$ cat config.mk
export PLATFORM = sky130hd
export DESIGN_NAME = racc_outq
export DESIGN_NICKNAME = d
export VERILOG_FILES = /design/src/hdl/racc_pkg.sv /design/src/hdl/racc_outq.sv
export SDC_FILE = /design/constraint.sdc
export NUM_CORES = 1
export LEC_CHECK = 0
export ABC_AREA = 1
export BUFFER_PORTS_ARGS = -buffer_cell sky130_fd_sc_hd__buf_2
export CORE_AREA = 3 3 192 194
export CTS_CLUSTER_DIAMETER = 100
export CTS_CLUSTER_SIZE = 30
export DETAILED_ROUTE_END_ITERATION = 10
export DIE_AREA = 0 0 195 197
export GPL_TIMING_DRIVEN = 0
export PLACE_DENSITY = 0.66
export SYNTH_ARGS = -nofsm -noshare
export SYNTH_HDL_FRONTEND = slang
export SYNTH_SLANG_ARGS = --single-unit
$ cat constraint.sdc
create_clock -name clock -period 3.65 [get_ports clock]
set_input_delay 0 -clock clock [delete_from_list [all_inputs] [get_ports clock]]
set_output_delay 0 -clock clock [all_outputs]
set_load 0.005 [all_outputs]
$ cat src/hdl/racc_pkg.sv
`default_nettype none

package racc_pkg;

   localparam int POS_PORT_W = 15;
   localparam int VAL_W      = 32;
   localparam int NUM_VAL    = 4;
   localparam int CSR_IDX_W  = 2;
   localparam int CSR_DATA_W = 15;

   localparam logic [CSR_IDX_W-1:0] CSR_SEQ_LEN   = 2'd0;
   localparam logic [CSR_IDX_W-1:0] CSR_COL_CNT   = 2'd1;
   localparam logic [CSR_IDX_W-1:0] CSR_OVERWRITE = 2'd2;
   localparam logic [CSR_IDX_W-1:0] CSR_STRANDED  = 2'd3;

   localparam logic REQ_UPDATE = 1'b0;
   localparam logic REQ_SCAN   = 1'b1;

   localparam logic KIND_RUN    = 1'b0;
   localparam logic KIND_REJECT = 1'b1;

   typedef enum logic [1:0] {
      LOP_CLEAR,
      LOP_WRITE,
      LOP_ACC
   } lane_op_type;

   typedef struct packed {
      logic        rd_en;
      logic        wr_en;
      lane_op_type op;
   } lane_ctl_type;

   typedef enum logic [2:0] {
      ST_CLEAR,
      ST_IDLE,
      ST_UPD,
      ST_EVAL,
      ST_REJ
   } state_type;

   typedef struct packed {
      logic                                 kind;
      logic                                 strand;
      logic [POS_PORT_W-1:0]                start;
      logic [POS_PORT_W-1:0]                stop;
      logic [NUM_VAL-1:0][VAL_W-1:0]        val;
      logic                                 last;
   } rsp_type;

endpackage

`default_nettype wire

$ cat src/hdl/racc_outq.sv
`default_nettype none

module racc_outq (
   input  wire                     clock,
   input  wire                     reset,
   input  wire                     push,
   input  wire [1:0]               push_n,
   input  wire racc_pkg::rsp_type  push0,
   input  wire racc_pkg::rsp_type  push1,
   output logic                    empty,
   output logic                    rsp_valid,
   input  wire                     rsp_ready,
   output racc_pkg::rsp_type       head
);
   import racc_pkg::*;

   rsp_type    ent0_ff, ent0_in, ent1_ff, ent1_in;
   logic [1:0] cnt_ff, cnt_in;
   logic       pop;

   always_comb begin
      pop     = rsp_valid && rsp_ready;
      ent0_in = ent0_ff;
      ent1_in = ent1_ff;
      cnt_in  = cnt_ff;
      if (push) begin
         ent0_in = push0;
         ent1_in = push1;
         cnt_in  = push_n;
      end else if (pop) begin
         ent0_in = ent1_ff;
         cnt_in  = cnt_ff - 2'd1;
      end
   end

   always_ff @(posedge clock) begin
      if (reset) cnt_ff <= '0;
      else cnt_ff <= cnt_in;
      ent0_ff <= ent0_in;
      ent1_ff <= ent1_in;
   end

   assign empty     = (cnt_ff == 2'd0);
   assign rsp_valid = !empty;
   assign head      = ent0_ff;

`ifndef NO_ASSERTIONS
   a_cnt_range: assert property (@(posedge clock) disable iff (reset) cnt_ff != 2'd3)
      else $error("output queue count out of range");
   a_push_empty: assert property (@(posedge clock) disable iff (reset) push |-> empty)
      else $error("push into non-empty output queue");
   a_pop_count: assert property (@(posedge clock) disable iff (reset)
      (pop && !push) |=> cnt_ff == $past(cnt_ff) - 2'd1)
      else $error("output queue lost track of a transaction");
`endif

endmodule

`default_nettype wire
; ---- After elaboration in Yosys (flattened, before gate mapping)
; Index checks and enable logic that the tools add are counted.
[word_totals]
reg_bits = 324
latch_bits = 0
ramBits = 0
rom_bits = 0
n_memories = 0
[classes]
addsub = 1
multipliers = 0
div_mod_pow = 0
magnitude_cmp = 0
eq_ne = 0
shifts = 0
muxes = 4
bitwise_logic = 0
n_reduce_logical = 4
[op_table]
columns = op, n
row1 = 2-to-1 mux 161 bit, 2
row2 = 2-to-1 mux 2 bit, 2
row3 = logical NOT 2 bit, 1
row4 = nonzero test 2 bit, 1
row5 = subtractor 2 x 1 -> 2 bit (second input constant), 1
row6 = logical AND 1 bit, 1
row7 = logical NOT 1 bit, 1

; ---- Depth between registers and ports, before layout
[depth]
ltp_word = 5
mapped_depth = 8
mapped_depth_nobuf = 8

; ---- Least setup slack after synthesis
; Ideal clock, no wire load.
[synth_path]
path_kind = flip-flop to flip-flop
from = register cnt_ff[0]
to = register ent0_ff (netlist bit head[0]), enable pin
arrival_ns = 2.679
required_time_ns = 3.197
setup_slack_ns = 0.517
path_stages_with_launch = 6
path_buffers = 0
path_cell_list = dfxtp_1 inv_1 ha_1 inv_1 nand2_1 nand2_2
[synth_via]
elab_chain_cells = 4
[synth_lines]
columns = element, line_no
row1 = "start, declared", racc_outq.sv:18  ; logic [1:0] cnt_ff, cnt_in;
row2 = "start signal, assigned", racc_outq.sv:38  ; else cnt_ff <= cnt_in;
row3 = logical NOT 2 bit, racc_outq.sv:43  ; assign empty = (cnt_ff == 2'd0);
row4 = net empty, racc_outq.sv:10  ; output logic empty,
row5 = logical NOT 1 bit, racc_outq.sv:44  ; assign rsp_valid = !empty;
row6 = net rsp_valid, racc_outq.sv:11  ; output logic rsp_valid,
row7 = logical AND 1 bit, racc_outq.sv:22  ; pop = rsp_valid && rsp_ready;
row8 = nonzero test 2 bit (no line), -
row9 = "end signal, assigned", racc_outq.sv:39  ; ent0_ff <= ent0_in;
row10 = "end, declared", racc_outq.sv:17  ; rsp_type ent0_ff, ent0_in, ent1_ff, ent1_in;
; The timed path passes the listed nets, and every way through them passes these cells.
; A chain may end at the register's enable or synchronous reset.

; ---- Final worst setup path
[layout_path]
from = register cnt_ff[0]
to = register ent0_ff (netlist bit head[6]), enable pin
[layout_via]
elab_chain_cells = 4
[layout_lines]
columns = element, line_no
row1 = logical NOT 2 bit, racc_outq.sv:43
row2 = logical NOT 1 bit, racc_outq.sv:44
row3 = logical AND 1 bit, racc_outq.sv:22
row4 = nonzero test 2 bit (no line), -
; No other way between the ends.

==> results_dict.tcl <==
set metrics [dict create \
    maxSlewViolCount 0 \
    rr_worst_depth 6 \
    numCtsBuffers 14 \
    vias 9599 \
    cts_sinks 324 \
    syn2layout_area_growth_pct 57.4 \
    synthDistinctLibCells 12 \
    antenna_found_initial 4 \
    cts_resized 0 \
    hp-start "push1[141]" \
    fmax_mhz 430 \
    core_area_um2 35400 \
    path_max_fanout 103 \
    hold_depth 2 \
    multi_input_area_um2 1900 \
    startpoint_type "register" \
    synth_flop_cell "edfxtp_1" \
    ys_seq_area_share_pct 82.0 \
    grt_overflow 0 \
    critPathKind "register to register" \
    ys_warn_count 0 \
    cts_root_buf "clkbuf_16" \
    drc 0 \
    hold_viol 0 \
    utilization_pct 52.6 \
    synth_cells 866 \
    cp.required_ps 3800 \
    synthArstFlopShare_pct 0 \
    path_cells "inv_1 -> ha_1 -> inv_1 -> nand2_1 -> nand2_8 -> buf_16" \
    rsz0062_at_grt "false" \
    drtPass1Iterations 5 \
    synth.top_cells.by_area "edfxtp_1 (82%), nand2_1 (16%), buf_2 (0.97%), buf_4 (0.82%), dfxtp_1 (0.34%)" \
    worst_pin_slew_ps 701 \
    crit_top_cell "inv_1" \
    r2r_end "head[6]" \
    peakVddDrop_mv 0.452 \
    grt_pass1_wl_um 57000 \
    synth-seq-cells 324 \
    power.leakage_nw 8.41 \
    htreeDepth 1 \
    grt_max_degree 104 \
    cts_setup_buffers 0 \
    drv_cap 0 \
    insertion_delay_ps 510 \
    synth-edff-count 322 \
    synth_most_common_cell "nand2_1" \
    whs_ps 191 \
    portBuffers 490 \
    run_status "completed" \
    cpMaxStageDelayCell "nand2_8" \
    period_needed_ps 2330 \
    r2r_start "cnt_ff[0]" \
    syn-cell-area_um2 11800 \
    gp_congestion 0.827 \
    fin_nets 2030 \
    hold_class "input pin to register" \
    synth_nets 1195 \
    die_x_um 195 \
    ant_nets 0 \
    synth.largest_area_cell "edfxtp_1" \
    cp-end-kind "register" \
    routedWlPerCell_um 17.6 \
    cp_top_family "simple AND/OR/NAND/NOR gates" \
    setup_violations 0 \
    fin_crit_sh_pct 63.7 \
    grt_usage_pct 18.9 \
    regToRegSetupSlack_ps 1320 \
    wl_um 38100 \
    hold_buffers 327 \
    initial_core_util_pct 33.4 \
    layout-drive-gt1-share_pct 32.0 \
    yosysTopAreaCellShare_pct 81.7 \
    syn_avg_cell_area_um2 13.7 \
    cts.clk_slew.worst_paths_ps 110 \
    synth_common_cells "nand2_1 (491), edfxtp_1 (322), buf_2 (23)" \
    hpwl_um 24500 \
    slowest_delay_ps 410 \
    die_area_um2 38400 \
    cts_tree "built" \
    grt_pass1_vias 10300 \
    power_per_cell_area_nw_per_um2 406 \
    io_pins 491 \
    clock_skew_ps 15.3 \
    fill_cells 2848 \
    num_rows 69 \
    startpoint "cnt_ff[0]" \
    die_h_um 197 \
    path_buf_inv 3 \
    slew-limit-headroom_pct 53.3 \
    drt-initial-drc-count 405 \
    vias_per_cell 4.42 \
    seq_area_um2 9710 \
    clockBufferDepth 3 \
    min_delay_worst_endpoint "ent1_ff[141]" \
    cp.arrival_ps 2480 \
]
per-layer routing:
layer	vias to the layer above	global-route usage [%]	wire, µm
met4	2	7.45	1640
met1	4504	22.1	14200
li1	4571	-	-
met2	430	34.0	19600
met3	92	4.31	2660
met5	-	0	11
kinds of logic after synthesis:
kind of cell,count (synthesis),share of synthesized area (%)
adders and majority gates,1,0.106
AOI/OAI and AO/OA,1,0.0422
buffers and inverters,43,2.02
DFF,324,82.0
and+or+nand+nor,497,15.8
metrics by stage:
stage	TNS, ps	instances	total power [W]	instance area (µm²)	worst slack [ps]
after floorplan	0	866	0.00494	11800	517
after global placement	-520840	1817	0.00548	14900	-2960
after detailed placement	0	1819	0.00548	14900	1370
after CTS	0	2168	0.00761	18600	1340
after global routing	0	2171	0.00787	18600	1230
final	0	2171	0.00757	18600	1320
report_power, final:
part           switching (W)  internal (W)  leakage, nW  total (W)
Combinational       0.000538      0.000573         4.99    0.00111
Sequential         0.0000964       0.00450         3.22    0.00459
Clock                0.00110      0.000769        0.196    0.00186
layout make-up:
cell class,instances,area share (%)
Sequential cell,324,52.1
Timing Repair Buffer,819,31.1
Multi-Input combinational cell,499,10.2
Tap cell,461,3.10
Clock buffer,20,2.12
Buffer,36,1.14
Inverter,7,0.141
Clock inverter,2,0.0470
Antenna cell,3,0.0403
flip-flops by register name (all words and copies together) (netlist names):
register,flops
ent1_ff,161
head,161
cnt_ff,2
layout by cell type (no fill, tap or decap):
master and count:
buf_16 2, buf_2 512, buf_4 13, buf_8 1, clkbuf_1 5, clkbuf_16 15, clkinv_1 1, clkinv_2 1
dfxtp_1 2, diode_2 3, dlygate4sd3_1 327, edfxtp_1 322, ha_1 1, inv_1 6, inv_2 1, nand2_1 491
nand2_8 1, nand3_1 1, nor2_1 4, o21ai_0 1
worst max-delay path by stage:
stage | endpoint | slack (ps) | depth (start not counted)
final | head[6] | 1320 | 6
after global routing | head[30] | 1230 | 6
after CTS | head[42] | 1340 | 6
after detailed placement | head[5] | 1370 | 6
after global placement | head[5] | -2960 | 4
after floorplan | head[0] | 520 | 5
Power figures use the tool's default switching activity.
